===== src/xor_hex_frame_deframer_top_macros.svh =====
// ----------------------------------------------------------------------------
// xor_hex_frame_deframer_top_macros.svh
// Assertion shorthands shared by the deframer modules. Each macro expects a
// clock named aclk and an active-low reset named aresetn in scope.
// ----------------------------------------------------------------------------
`ifndef XOR_HEX_FRAME_DEFRAMER_TOP_MACROS_SVH
`define XOR_HEX_FRAME_DEFRAMER_TOP_MACROS_SVH

// Same-cycle implication.
`define XHFD_ASSERT_IMPL(label, ante, cons) \
    label: assert property (@(posedge aclk) disable iff (!aresetn) \
        (ante) |-> (cons)) else $error("deframer assertion failed");

// Next-cycle implication.
`define XHFD_ASSERT_NEXT(label, ante, cons) \
    label: assert property (@(posedge aclk) disable iff (!aresetn) \
        (ante) |=> (cons)) else $error("deframer assertion failed");

`endif


===== src/xhfd_pkg.sv =====
// ----------------------------------------------------------------------------
// xhfd_pkg
// Shared types, character codes and phase codes of the frame deframer.
// ----------------------------------------------------------------------------
package xhfd_pkg;

    localparam int BUFFER_SIZE_DEF = 4096;
    localparam int OUT_W           = 12;

    localparam logic [7:0] START_MARK   = 8'h40;  // '@'
    localparam logic [7:0] END_MARK     = 8'h7E;  // '~'
    localparam logic [7:0] DIGIT_SPLIT  = 8'd58;  // '9' + 1
    localparam logic [8:0] OFS_NUMERIC  = 9'd48;
    localparam logic [8:0] OFS_ALPHA    = 9'd55;

    localparam logic [1:0] PH_IDLE    = 2'd0;
    localparam logic [1:0] PH_PAYLOAD = 2'd1;
    localparam logic [1:0] PH_DIGIT1  = 2'd2;
    localparam logic [1:0] PH_DIGIT2  = 2'd3;

    typedef struct packed {
        logic             payload_valid;
        logic [7:0]       payload_byte;
        logic [OUT_W-1:0] payload_index;
        logic             frame_done;
        logic             checksum_ok;
        logic [OUT_W-1:0] frame_length;
        logic             frame_dropped;
    } result_t;

    // Hex digit value, -48..200; out-of-range characters are not rejected.
    function automatic logic signed [8:0] digit_value(input logic [7:0] c);
        logic [8:0] c_ext;
        c_ext = {1'b0, c};
        if (c < DIGIT_SPLIT) begin
            return $signed(c_ext - OFS_NUMERIC);
        end
        return $signed(c_ext - OFS_ALPHA);
    endfunction

endpackage


===== src/xor_hex_frame_deframer_top.sv =====
// ----------------------------------------------------------------------------
// xor_hex_frame_deframer_top
// Parser for '@' payload '~' H H frames with an XOR checksum in two hex
// digits; streams payload bytes and reports frame end, length and overflow.
// ----------------------------------------------------------------------------
// The block takes one received byte per transfer and sustains one byte per
// clock while the output is not stalled. Each byte is decoded in the input
// register, where the frame state is updated, and its result (payload byte,
// frame summary or drop flag) is loaded into the result register that drives
// m_valid. Bytes that produce nothing (start and end marks, the first checksum
// digit, idle noise) still pass the input register but never wait on the
// output side. The parser updates its state once per processed byte, which
// sets this rate; a stalled m_ready holds the result register and, once the
// input register also holds an item that yields a result, drops s_ready.
// BUFFER_SIZE sets the payload limit: a frame may carry at most BUFFER_SIZE-1
// bytes, and the reported position and length are the low 12 bits of the count.
// ----------------------------------------------------------------------------
`include "xor_hex_frame_deframer_top_macros.svh"

module xor_hex_frame_deframer_top #(
    parameter int BUFFER_SIZE = xhfd_pkg::BUFFER_SIZE_DEF
) (
    input  logic                       aclk,
    input  logic                       aresetn,
    // input channel
    input  logic                       s_valid,
    output logic                       s_ready,
    input  logic [7:0]                 s_rx_byte,
    // result channel
    output logic                       m_valid,
    input  logic                       m_ready,
    output logic                       m_payload_valid,
    output logic [7:0]                 m_payload_byte,
    output logic [xhfd_pkg::OUT_W-1:0] m_payload_index,
    output logic                       m_frame_done,
    output logic                       m_checksum_ok,
    output logic [xhfd_pkg::OUT_W-1:0] m_frame_length,
    output logic                       m_frame_dropped
);
    import xhfd_pkg::*;

    // Input register stage.
    logic       in_valid_reg, in_valid_next;
    logic [7:0] byte_reg;

    logic    advance;     // the byte in the input register is processed now
    logic    has_result;  // that byte yields a result
    logic    out_free;    // result register can take a new result
    result_t res_comb;
    result_t res_q;

    // A byte without a result never waits on the output side; a byte with a
    // result waits only while the result register is full and stalled.
    assign advance = in_valid_reg && (!has_result || out_free);
    assign s_ready = !in_valid_reg || advance;

    always_comb begin
        in_valid_next = in_valid_reg;
        if (s_valid && s_ready) begin
            in_valid_next = 1'b1;
        end else if (advance) begin
            in_valid_next = 1'b0;
        end
    end

    always_ff @(posedge aclk) begin
        if (!aresetn) begin
            in_valid_reg <= 1'b0;
        end else begin
            in_valid_reg <= in_valid_next;
        end
    end

    // Capture the byte on every input transfer; hold it otherwise.
    always_ff @(posedge aclk) begin
        if (s_valid && s_ready) begin
            byte_reg <= s_rx_byte;
        end
    end

    xhfd_parser #(
        .BUFFER_SIZE(BUFFER_SIZE)
    ) u_parser (
        .aclk      (aclk),
        .aresetn   (aresetn),
        .step      (advance),
        .rx_byte   (byte_reg),
        .has_result(has_result),
        .res       (res_comb)
    );

    // Load a result only when the processed byte produced one.
    xhfd_out_reg u_out_reg (
        .aclk   (aclk),
        .aresetn(aresetn),
        .load   (advance && has_result),
        .res_in (res_comb),
        .m_ready(m_ready),
        .m_valid(m_valid),
        .free   (out_free),
        .res_out(res_q)
    );

    assign m_payload_valid = res_q.payload_valid;
    assign m_payload_byte  = res_q.payload_byte;
    assign m_payload_index = res_q.payload_index;
    assign m_frame_done    = res_q.frame_done;
    assign m_checksum_ok   = res_q.checksum_ok;
    assign m_frame_length  = res_q.frame_length;
    assign m_frame_dropped = res_q.frame_dropped;

    // A waiting byte with a result must stay put while the output is stalled.
    `XHFD_ASSERT_NEXT(a_hold_input, in_valid_reg && !advance,
        in_valid_reg && $stable(byte_reg))
    `XHFD_ASSERT_IMPL(a_no_load_when_full, advance && has_result, !m_valid || m_ready)
    // Hold a stalled result transfer unchanged.
    `XHFD_ASSERT_NEXT(a_hold_output, m_valid && !m_ready, m_valid && $stable(res_q))

endmodule


===== src/xhfd_parser.sv =====
// ----------------------------------------------------------------------------
// xhfd_parser
// Frame state and per-byte decode: phase, payload count, running XOR and
// first checksum digit, updated once per stepped byte.
// ----------------------------------------------------------------------------
`include "xor_hex_frame_deframer_top_macros.svh"

module xhfd_parser #(
    parameter int BUFFER_SIZE = xhfd_pkg::BUFFER_SIZE_DEF
) (
    input  logic              aclk,
    input  logic              aresetn,
    input  logic              step,
    input  logic [7:0]        rx_byte,
    output logic              has_result,
    output xhfd_pkg::result_t res
);
    import xhfd_pkg::*;

    localparam int CNT_W = $clog2(BUFFER_SIZE);
    localparam int EXT_W = (CNT_W > OUT_W) ? CNT_W : OUT_W;
    localparam logic [CNT_W-1:0] LIMIT = CNT_W'(BUFFER_SIZE - 1);

    logic [1:0]        phase_reg, phase_next;
    logic [CNT_W-1:0]  count_reg, count_next;
    logic [7:0]        xor_reg, xor_next;
    logic signed [8:0] digit_reg, digit_next;

    logic [CNT_W-1:0]   count_inc;
    logic [EXT_W-1:0]   inc_ext;
    logic [EXT_W-1:0]   cnt_ext;
    logic signed [13:0] total;
    logic signed [13:0] xor_ext;

    assign count_inc = CNT_W'(count_reg + 1'b1);
    assign inc_ext   = EXT_W'(count_inc);
    assign cnt_ext   = EXT_W'(count_reg);
    assign total     = (14'(digit_reg) <<< 4) + 14'(digit_value(rx_byte));
    assign xor_ext   = $signed({6'b0, xor_reg});

    // Decode the presented byte every cycle; the state only moves on step.
    always_comb begin
        phase_next = phase_reg;
        count_next = count_reg;
        xor_next   = xor_reg;
        digit_next = digit_reg;
        has_result = 1'b0;
        res        = '0;
        priority if (rx_byte == START_MARK) begin
            phase_next = PH_PAYLOAD;
            count_next = '0;
            xor_next   = '0;
        end else if (rx_byte == END_MARK) begin
            if (phase_reg == PH_PAYLOAD) begin
                phase_next = PH_DIGIT1;
            end
        end else begin
            unique case (phase_reg)
                PH_IDLE: begin
                end
                PH_PAYLOAD: begin
                    has_result = 1'b1;
                    if (count_reg >= LIMIT) begin
                        phase_next        = PH_IDLE;
                        res.frame_dropped = 1'b1;
                    end else begin
                        count_next        = count_inc;
                        xor_next          = xor_reg ^ rx_byte;
                        res.payload_valid = 1'b1;
                        res.payload_byte  = rx_byte;
                        res.payload_index = inc_ext[OUT_W-1:0];
                    end
                end
                PH_DIGIT1: begin
                    digit_next = digit_value(rx_byte);
                    phase_next = PH_DIGIT2;
                end
                PH_DIGIT2: begin
                    has_result       = 1'b1;
                    phase_next       = PH_IDLE;
                    res.frame_done   = 1'b1;
                    res.checksum_ok  = (total == xor_ext);
                    res.frame_length = cnt_ext[OUT_W-1:0];
                end
            endcase
        end
    end

    always_ff @(posedge aclk) begin
        if (!aresetn) begin
            phase_reg <= PH_IDLE;
            count_reg <= '0;
            xor_reg   <= '0;
            digit_reg <= '0;
        end else if (step) begin
            phase_reg <= phase_next;
            count_reg <= count_next;
            xor_reg   <= xor_next;
            digit_reg <= digit_next;
        end
    end

    `XHFD_ASSERT_IMPL(a_one_kind, has_result,
        $onehot({res.payload_valid, res.frame_done, res.frame_dropped}))
    `XHFD_ASSERT_IMPL(a_done_from_digit2, step && res.frame_done, phase_reg == PH_DIGIT2)
    `XHFD_ASSERT_NEXT(a_start_clears, step && rx_byte == START_MARK,
        phase_reg == PH_PAYLOAD && count_reg == '0 && xor_reg == '0)
    `XHFD_ASSERT_IMPL(a_count_bound, 1'b1, count_reg <= LIMIT)

endmodule


===== src/xhfd_out_reg.sv =====
// ----------------------------------------------------------------------------
// xhfd_out_reg
// Result register: holds one result until the downstream side takes it.
// ----------------------------------------------------------------------------
module xhfd_out_reg (
    input  logic              aclk,
    input  logic              aresetn,
    input  logic              load,
    input  xhfd_pkg::result_t res_in,
    input  logic              m_ready,
    output logic              m_valid,
    output logic              free,
    output xhfd_pkg::result_t res_out
);
    import xhfd_pkg::*;

    logic    valid_reg, valid_next;
    result_t res_reg;

    assign free    = !valid_reg || m_ready;
    assign m_valid = valid_reg;
    assign res_out = res_reg;

    always_comb begin
        valid_next = valid_reg;
        if (load) begin
            valid_next = 1'b1;
        end else if (m_ready) begin
            valid_next = 1'b0;
        end
    end

    always_ff @(posedge aclk) begin
        if (!aresetn) begin
            valid_reg <= 1'b0;
        end else begin
            valid_reg <= valid_next;
        end
    end

    always_ff @(posedge aclk) begin
        if (load) begin
            res_reg <= res_in;
        end
    end

endmodule

===== config.mk =====
export PLATFORM = sky130hd
export DESIGN_NAME = xor_hex_frame_deframer_top
export DESIGN_NICKNAME = d
export VERILOG_FILES = /design/src/xhfd_pkg.sv /design/src/xor_hex_frame_deframer_top.sv /design/src/xhfd_parser.sv /design/src/xhfd_out_reg.sv
export VERILOG_INCLUDE_DIRS = /design/src /design/src/src
export SDC_FILE = /design/constraint.sdc
export NUM_CORES = 1
export LEC_CHECK = 0
export BUFFER_PORTS_ARGS = -buffer_cell sky130_fd_sc_hd__buf_2
export CORE_MARGIN = 3
export CORE_UTILIZATION = 58
export DETAILED_ROUTE_END_ITERATION = 8
export PLACE_DENSITY_LB_ADDON = 0.25
export RECOVER_POWER = 25
export SYNTH_ARGS = -nofsm -noshare
export SYNTH_HDL_FRONTEND = slang
export SYNTH_SLANG_ARGS = --single-unit

===== constraint.sdc =====
create_clock -name aclk -period 4 [get_ports aclk]
set_clock_uncertainty 0.05 [all_clocks]
set_input_delay 0.8 -clock aclk [delete_from_list [all_inputs] [get_ports aclk]]
set_output_delay 0.8 -clock aclk [all_outputs]
set_load 0.01 [all_outputs]

# Word-level counts from Yosys, hierarchy flattened
# Cells that the tools add are included.
# word_totals
regBits	77
latchBits	0
ram_bits	0
mem_bits_ro	0
in_bits	12
out_inout_bits	38
n_memories	0
# op_classes
addsub	4
mul	0
n_div	0
order_cmp	2
n_eq_ne	10
n_shift	0
muxes	30
n_bitwise	5
n_reduce_logical	21
# op_table
op	n
$mux 12	4
$mux 8	4
$mux 9	3
$mux 21	1
$sub 8x6->9 const B	2
$eq 8x7->1 const B	2
$add 13x9->14	1
$eq 14x9->1	1
$mux 14	1
$add 12x1->12 const B	1
$ge 12x12->1 const B	1
$mux 1	12
$reduce_and 4->1	3
$lt 8x6->1 const B	1
$mux 2	4
$xor 8x8->8	1
$pmux 2 s3	1
$reduce_bool 2->1	3
$reduce_or 3->1	2
$eq 2x2->1 const B	2
$ne 2x1->1 const B	2
$ne 4x2->1 const B	1
$not 1->1	4
$reduce_bool 4->1	1
other kinds (7)	14

# Longest topological paths before layout
# Gate-level depths: netlist (run 1).
# depth
ltp_word	11
ltp_mapped	13

# Cells and area by module
# A second synthesis (run 1) with hierarchy kept.
# hier_totals
cells_unflattened	411
area_unflattened_um2	4117.7
# by_module_without_submodules
mod	instances	cells_per_inst	area_per_inst_um2	seq_area_each_um2
xhfd_parser	1	355	2665.1	620.6
xhfd_out_reg	1	40	1129.8	1101.1
xor_hex_frame_deframer_top	1	16	322.8	260.2

# Worst setup path before layout (run 1)
# OpenSTA, ideal clock, no wires.
# synth_timing
kind	register to register
from	register byte_reg[0]
to	register u_out_reg.res_reg, in the netlist u_out_reg.res_out[0] (enable)
arrival_time_ps	2630
t_required_ps	3552
setup_slack_ps	923
path_stages_with_launch	9
n_path_buf	2
path_cell_list	edfxtp_1 -> inv_1 -> ha_1 -> nand4b_1 -> nor2_1 -> o31a_1 -> buf_2 -> buf_2 -> and3b_1
# synth_via
elab_chain_cells	7
elab_cells_between_ends	8
# synth_rtl
item	line	source
from (decl)	xor_hex_frame_deframer_top.sv:44	logic [7:0] byte_reg;
from (signal assigned)	xor_hex_frame_deframer_top.sv:77	byte_reg <= s_rx_byte;
$eq 8x7->1	xhfd_parser.sv:53	end else if (rx_byte == END_MARK) begin
$mux 1	xhfd_parser.sv:53	
$mux 1 *	xhfd_parser.sv:49	priority if (rx_byte == START_MARK) begin
$logic_not 1->1	xor_hex_frame_deframer_top.sv:54	assign advance = in_valid_reg && (!has_result || out_free);
$logic_or 1x1->1	xor_hex_frame_deframer_top.sv:54	
$logic_and 1x1->1	xor_hex_frame_deframer_top.sv:54	
$logic_and 1x1->1 *	xor_hex_frame_deframer_top.sv:96	.load (advance && has_result),
via u_out_reg.load	xhfd_out_reg.sv:8	input logic load,
to (signal assigned)	xhfd_out_reg.sv:43	res_reg <= res_in;
to (decl)	xhfd_out_reg.sv:18	result_t res_reg;
# The timed path passes the listed nets; every way through them passes the cells marked *.
# A chain may end at the register's enable or synchronous reset.

# Worst setup path in the final report (run 1)
# layout_timing
from	register byte_reg[1]
to	register u_out_reg.res_reg, in the netlist u_out_reg.res_out[13], data pin
# layout_via
elab_chain_cells	5
elab_cells_between_ends	11
# layout_rtl
item	line	source
$sub 8x6->9 or $lt 8x6->1 (tied branches)	xhfd_pkg.sv:36, xhfd_pkg.sv:35	
$mux 9 or $mux 1 (tied branches)	xhfd_pkg.sv:35	if (c < DIGIT_SPLIT) begin
$mux 9	xhfd_pkg.sv:38	return $signed(c_ext - OFS_ALPHA);
$add 13x9->14	xhfd_parser.sv:38	assign total = (14'(digit_reg) <<< 4) + 14'(digit_value(rx_byte));
$eq 14x9->1	xhfd_parser.sv:82	res.checksum_ok = (total == xor_ext);
# Parallel ways exist; a longest one is shown, timed or not. The select of a mux whose other input is x is not followed.

==> results of run 1 <==
-- synth_stat cells, drive strengths merged (2+ instances only) --
cell	number	area share (%)
or2	2	0.32
a32o	2	0.51
a21oi	18	2.3
clkbuf	7	0.66
xnor2	14	3.1
edfxtp	44	33
xor2	17	3.8
and2	16	2.5
nor2	39	3.8
nand4	5	0.79
dfxtp	33	17
or3	5	0.79
o211a	3	0.76
o211ai	5	0.95
inv	16	1.5
nor2b	6	0.95
nand2	33	3.1
nor4	6	1.1
and3	4	0.63
nand2b	2	0.32
o21ai	13	1.6
o21a	3	0.57
a21boi	5	0.95
a211o	2	0.44
a31oi	2	0.32
nor3b	2	0.38
nand4b	2	0.44
nor3	8	1.0
a21o	6	1.1
o22ai	2	0.32
buf	10	1.8
ha	18	5.7
and4	4	0.95
nand3	18	2.6
or4	2	0.38
-- layout make-up --
type / count / area (sq um) / area share (%)
clock buffers: 11 / 141.4 / 3.203
clock inverters: 5 / 83.83 / 1.899
inverters: 17 / 68.82 / 1.559
multi-input cells: 277 / 1805 / 40.90
flip-flops and latches: 77 / 1982 / 44.90
well taps: 77 / 96.34 / 2.183
repair buffers: 53 / 236.5 / 5.357
-- routing by layer --
layer,global-route usage (%),up-vias,wire [microns]
met2,38.82,92,3967
met3,3.445,19,394
li1,-,1486,-
met4,9.890,0,178
met5,0,-,0
met1,27.35,1415,3422
-- path summary, 6_finish.rpt --
kind | end | slack [ns] | cells past startpoint
max | u_out_reg.res_out[13] | 0.69 | 13
min | u_parser.digit_reg[8] | 0.42 | 2
max reg2reg | u_out_reg.res_out[13] | 0.69 | 13
min reg2reg | u_parser.digit_reg[8] | 0.42 | 2
-- placed cells by master (no fill, tap or decap), types with 4 or more instances in the layout --
master     n
nand2_1   33
or3_1      5
a21oi_1   18
nor2b_1    6
a21o_1     6
clkbuf_1  32
dfxtp_1   33
o211ai_1   5
nor2_1    38
clkbuf_8  10
and2_1    16
and3_1     4
xor2_1    17
nor3_1     8
nor4_1     5
nand3_1   17
o21ai_0   13
ha_1      18
buf_4      4
nand4_1    5
buf_2     18
a21boi_0   5
inv_1     16
edfxtp_1  44
xnor2_1   14
-- per-stage QoR --
| stage | std cells | utilization [%] | hold slack (ns) |
|---|---|---|---|
| after detailed placement | 501 | 65.46 | 0.4104 |
| after global routing | 517 | 68.35 | 0.4477 |
| after global placement | 501 | 65.46 | 0.4023 |
| after CTS | 517 | 68.95 | 0.4239 |
| after floorplan | 388 | - | 0.3842 |
| final | 517 | 68.35 | 0.4221 |
-- cells by family after synthesis --
kind of cell,share of synthesized area (%)
buffers and inverters,4.179
adder cells (fa/ha/maj),6.205
AND/OR/NAND/NOR,20.32
flip-flops,50.14
AO/OA/AOI/OAI,12.03
XOR/XNOR,6.869
multiplexers,0.2533
-- where the power goes --
group / internal [uW] / switching (uW)
Sequential: 837 / 13.6
Combinational: 44.3 / 65.3
Clock: 370 / 292
-- worst max-delay path, stage by stage (launching register included) --
cell and delay, ns:
edfxtp_1 0.50, ha_1 0.26, a21oi_1 0.23, o21ai_0 0.15, xnor2_1 0.22, ha_1 0.20
inv_1 0.06, fa_1 0.54, xor2_1 0.14, nand3_1 0.09, a31oi_1 0.16, nand4_1 0.10
nor4_1 0.26, and4_1 0.22
==> flow_summary.json, run 1 <==
{
  "status": "completed",
  "cts_setup_buffers": 0,
  "finalCriticalPeriod_ns": 3.313,
  "die_area_sq_um": 7841,
  "min_from": "u_parser.digit_reg[8]",
  "slew_viol_final": 0,
  "grt_pass1_vias": 2892,
  "relSlewSlack_pct": 36.01,
  "hp-class": "reg2reg",
  "synth_fp_nets": 419,
  "cp_data_arrival_time_ns": 3.48,
  "antenna_found_initial": 0,
  "ys_seq_elements": 77,
  "initialDrtViolationCount": 156,
  "ios": 50,
  "worst_setup_path_end_kind": "flip-flop",
  "synth_cell_types": 55,
  "ys_warn_count": 0,
  "fin_ws_ns": 0.6871,
  "ys.flop_type": "edfxtp_1",
  "pre_cts_slack_ns": 0.7233,
  "drive_gt1_share_pct": 10.23,
  "critPathRequiredTime_ns": 4.17,
  "grt_pass1_wl_mm": 13.43,
  "cts_tree": "done",
  "wire_per_inst_microns": 15.40,
  "largest_reg_flops": 36,
  "dp_hpwl_mm": 5.716,
  "initial_core_util_pct": 61.20,
  "critPathKind": "reg2reg",
  "powerDensity_nw_per_um2": 367.4,
  "placementRows": 29,
  "setup_viol": 0,
  "htree_levels": 3,
  "die_h_microns": 88.55,
  "r2r-start": "byte_reg[1]",
  "insertion_delay_ns": 0.35,
  "postSynthAreaPerCell_sq_um": 10.19,
  "die_w_microns": 88.55,
  "irDropWorstVdd_mv": 0.2468,
  "yosysSeqAreaShare_pct": 50.14,
  "tightest_slew_ns": 0.9526,
  "final_cell_area_sq_um": 4414,
  "drt_wl_total_mm": 7.962,
  "core_sq_um": 6459,
  "drc": 0,
  "clkTransAtPathRegs_ns": 0.08,
  "min_period_over_period_pct": 82.82,
  "crit_fanout": 7,
  "critPathLaunchType": "flip-flop",
  "vias_per_cell": 5.826,
  "cts_resized": 0,
  "syn-cell-area_sq_um": 3953,
  "cts_buffers": 9,
  "async_reset_ff_share_pct": 0,
  "cts-root-buf": "clkbuf_8",
  "num_antenna_cells": 0,
  "fin_setup_tns_ns": 0,
  "p_total_uw": 1622,
  "synth_cells": 388,
  "vias": 3012,
  "place_area_sq_um": 4228,
  "cts.sinks": 77,
  "maxCapViolCount": 0,
  "first_pass_iters": 5,
  "cts_hold_buffers": 0,
  "startpoint": "byte_reg[1]",
  "synth-edff-count": 44,
  "fillCellCount": 530,
  "hold_viol_final": 0,
  "final_antenna_net_count": 0,
  "grtUsageTotal_pct": 22.31,
  "clockBufferDepth": 2,
  "port-buffer-count": 49,
  "p_leak_uw": 0.001733,
  "timing.fmax_mhz": 301.9,
  "gp_congestion": 0.8766,
  "rsz0062_at_grt": "no",
  "overflow": 0,
  "nets": 466,
  "grt_max_degree": 28,
  "area_growth_pct": 11.68
}
Note: power is estimated with default switching activity, not from simulation.
==> run 2: changes to the inputs <==
Settings changed: CORE_UTILIZATION 58 to 52.
Clock period 4 ns to 2.7 ns, I/O delays scaled along.
==> run 2 against run 1 <==
  * The flow now finishes with violations (setup timing)
  * Die area rose by 11%
  * Routed wire length rose by 11%
  * Fmax up 13%
  * Setup slack worse by 0.93 ns
  * Clock-buffer cell count fell by 1
  * Final cell count up 13%
  * Hold slack worse by 0.10 ns
  * Clock power grew 59%
  * Register-to-register slack got worse by 0.93 ns
  * Via count is 5.3% higher
  * Critical path depth stayed put
  * First-iteration DRC count fell by 21%
  * Critical path type unchanged
  * Critical endpoint unchanged
==> flow_summary.json, run 2 (synthesis results as in run 1) <==
{
  "crit_path_max_incr_delay_ns": 0.52,
  "dp_hpwl_mm": 6.200,
  "wire_per_inst_microns": 15.13,
  "cp_data_arrival_time_ns": 3.11,
  "violations": "setup timing",
  "die_area_sq_um": 8683,
  "hold_viol_final": 0,
  "grtUsageTotal_pct": 21.07,
  "nets": 510,
  "fin_ws_ns": -0.2416,
  "clkTransAtPathRegs_ns": 0.08,
  "comb_power_share_pct": 10.0,
  "core_sq_um": 7331,
  "insertion_delay_ns": 0.35,
  "htree_levels": 3,
  "pre_cts_slack_ns": -0.2425,
  "grt_max_degree": 31,
  "ios": 50,
  "p_sw_share_pct": 22.42,
  "timing.fmax_mhz": 339.9,
  "clockBufferDepth": 2,
  "path_delay_family": "adder cells",
  "crit_fanout": 3,
  "finalCriticalPeriod_ns": 2.942,
  "layout_common_cells": "45 x buf_4, 44 x edfxtp_1, 37 x nor2_1, 33 x nand2_1, 33 x dfxtp_1",
  "vias": 3172,
  "grt_pass1_wl_mm": 14.26,
  "setup_viol": 1,
  "gp_congestion": 0.8766,
  "p_clk_share_pct": 41.0,
  "initial_core_util_pct": 53.92,
  "port-buffer-count": 49,
  "cts_tree": "done",
  "critPathKind": "reg2reg",
  "p_leak_uw": 0.001956,
  "irDropWorstVdd_mv": 0.3463,
  "area_growth_pct": 23.65,
  "hp-class": "in2reg",
  "initialDrtViolationCount": 123,
  "slew_viol_final": 0,
  "maxCapViolCount": 0,
  "drt_wl_total_mm": 8.820,
  "crit_top_cell": "ha_2",
  "cts.sinks": 77,
  "critPathRequiredTime_ns": 2.87,
  "relSlewSlack_pct": 55.36,
  "path_cells": "ha_2 -> a21oi_2 -> o21ai_2 -> xnor2_1 -> ha_2 -> inv_2 -> fa_2 -> xor2_1 -> nand3_1 -> a31oi_1 -> nand4_1 -> nor4_2 -> and4_1",
  "rsz0062_at_grt": "yes",
  "drive_gt1_share_pct": 21.49,
  "worst_setup_path_end_kind": "flip-flop",
  "p_total_uw": 2552,
  "overflow": 0,
  "drc": 0,
  "die_h_microns": 93.19,
  "cts-root-buf": "clkbuf_8",
  "cts_buffers": 9,
  "critPathLaunchType": "flip-flop",
  "antenna_found_initial": 0,
  "p_int_uw": 1980,
  "status": "finished with violations",
  "final_antenna_net_count": 0,
  "num_antenna_cells": 0,
  "vias_per_cell": 5.441,
  "worst-path-buf-inv": 1,
  "cts_hold_buffers": 0,
  "p_sw_uw": 571.9,
  "p_seq_share_pct": 49.0,
  "final_common_cell": "buf_4",
  "slowest_stage": "fa_2",
  "first_pass_iters": 4,
  "die_w_microns": 93.19,
  "powerDensity_nw_per_um2": 522.1,
  "grt_pass1_vias": 3078,
  "tightest_slew_ns": 0.6660,
  "largest_reg_flops": 36,
  "placementRows": 31,
  "min_period_over_period_pct": 108.9
}
-- run 2: cell count changes in the layout (fill, tap and decap cells not counted), moves of 2 or more --
| cell | change |
|---|---|
| nor4_1 | -2 |
| buf_4 | +41 |
| buf_12 | +3 |
| ha_1 | -2 |
| ha_2 | +2 |
| inv_1 | -2 |
-- run 2: final timing paths --
path,from,endpoint,slack (ns),depth (start not counted)
hold reg to reg,u_parser.digit_reg[5],u_parser.digit_reg[5],0.41,2
hold / removal,s_rx_byte[1],byte_reg[1],0.32,1
setup / recovery,byte_reg[1],u_out_reg.res_out[13],-0.24,13
setup reg to reg,byte_reg[1],u_out_reg.res_out[13],-0.24,13
-- run 2: repair_timing --
item	CTS	global route
pin swaps	1	5
buffers inserted	1	5
resized for setup	1	10
setup endpoints to repair	2	11
-- run 2: power by group through the flow --
stage	Sequential [uW]	Clock, uW	Combinational (uW)
finish	1250	1050	255
global route	1250	1120	279
CTS	1250	1060	237
detailed placement	1280	0	231
global placement	1280	0	227
floorplan	1270	0	137
-- run 2: cell type report --
class	instances	area [sq um]
fillers	581	2444
flip-flops and latches	77	1982
multi-input cells	277	1866
repair buffers	97	604.3
clock buffers	10	127.6
well taps	99	123.9
clock inverters	6	111.4
inverters	17	72.57
-- run 2: layer usage --
metal	global-route usage [%]	share of wire (%)
met5	0	0
met4	10.50	2.0
met3	4.103	4.7
met2	37.19	52
met1	24.28	41
-- run 2: per-stage QoR --
stage	TNS, ns	cells	area (sq um)	utilization, %	hold slack (ns)
after detailed placement	-0.2425	561	4591	62.62	0.3995
after CTS	-0.2469	578	4843	66.07	0.3043
after floorplan	-0.07675	388	3965	-	0.3842
after global placement	-0.1172	561	4591	62.62	0.3987
final	-0.2416	583	4887	66.67	0.3205
after global routing	-0.5217	583	4887	66.67	0.2990
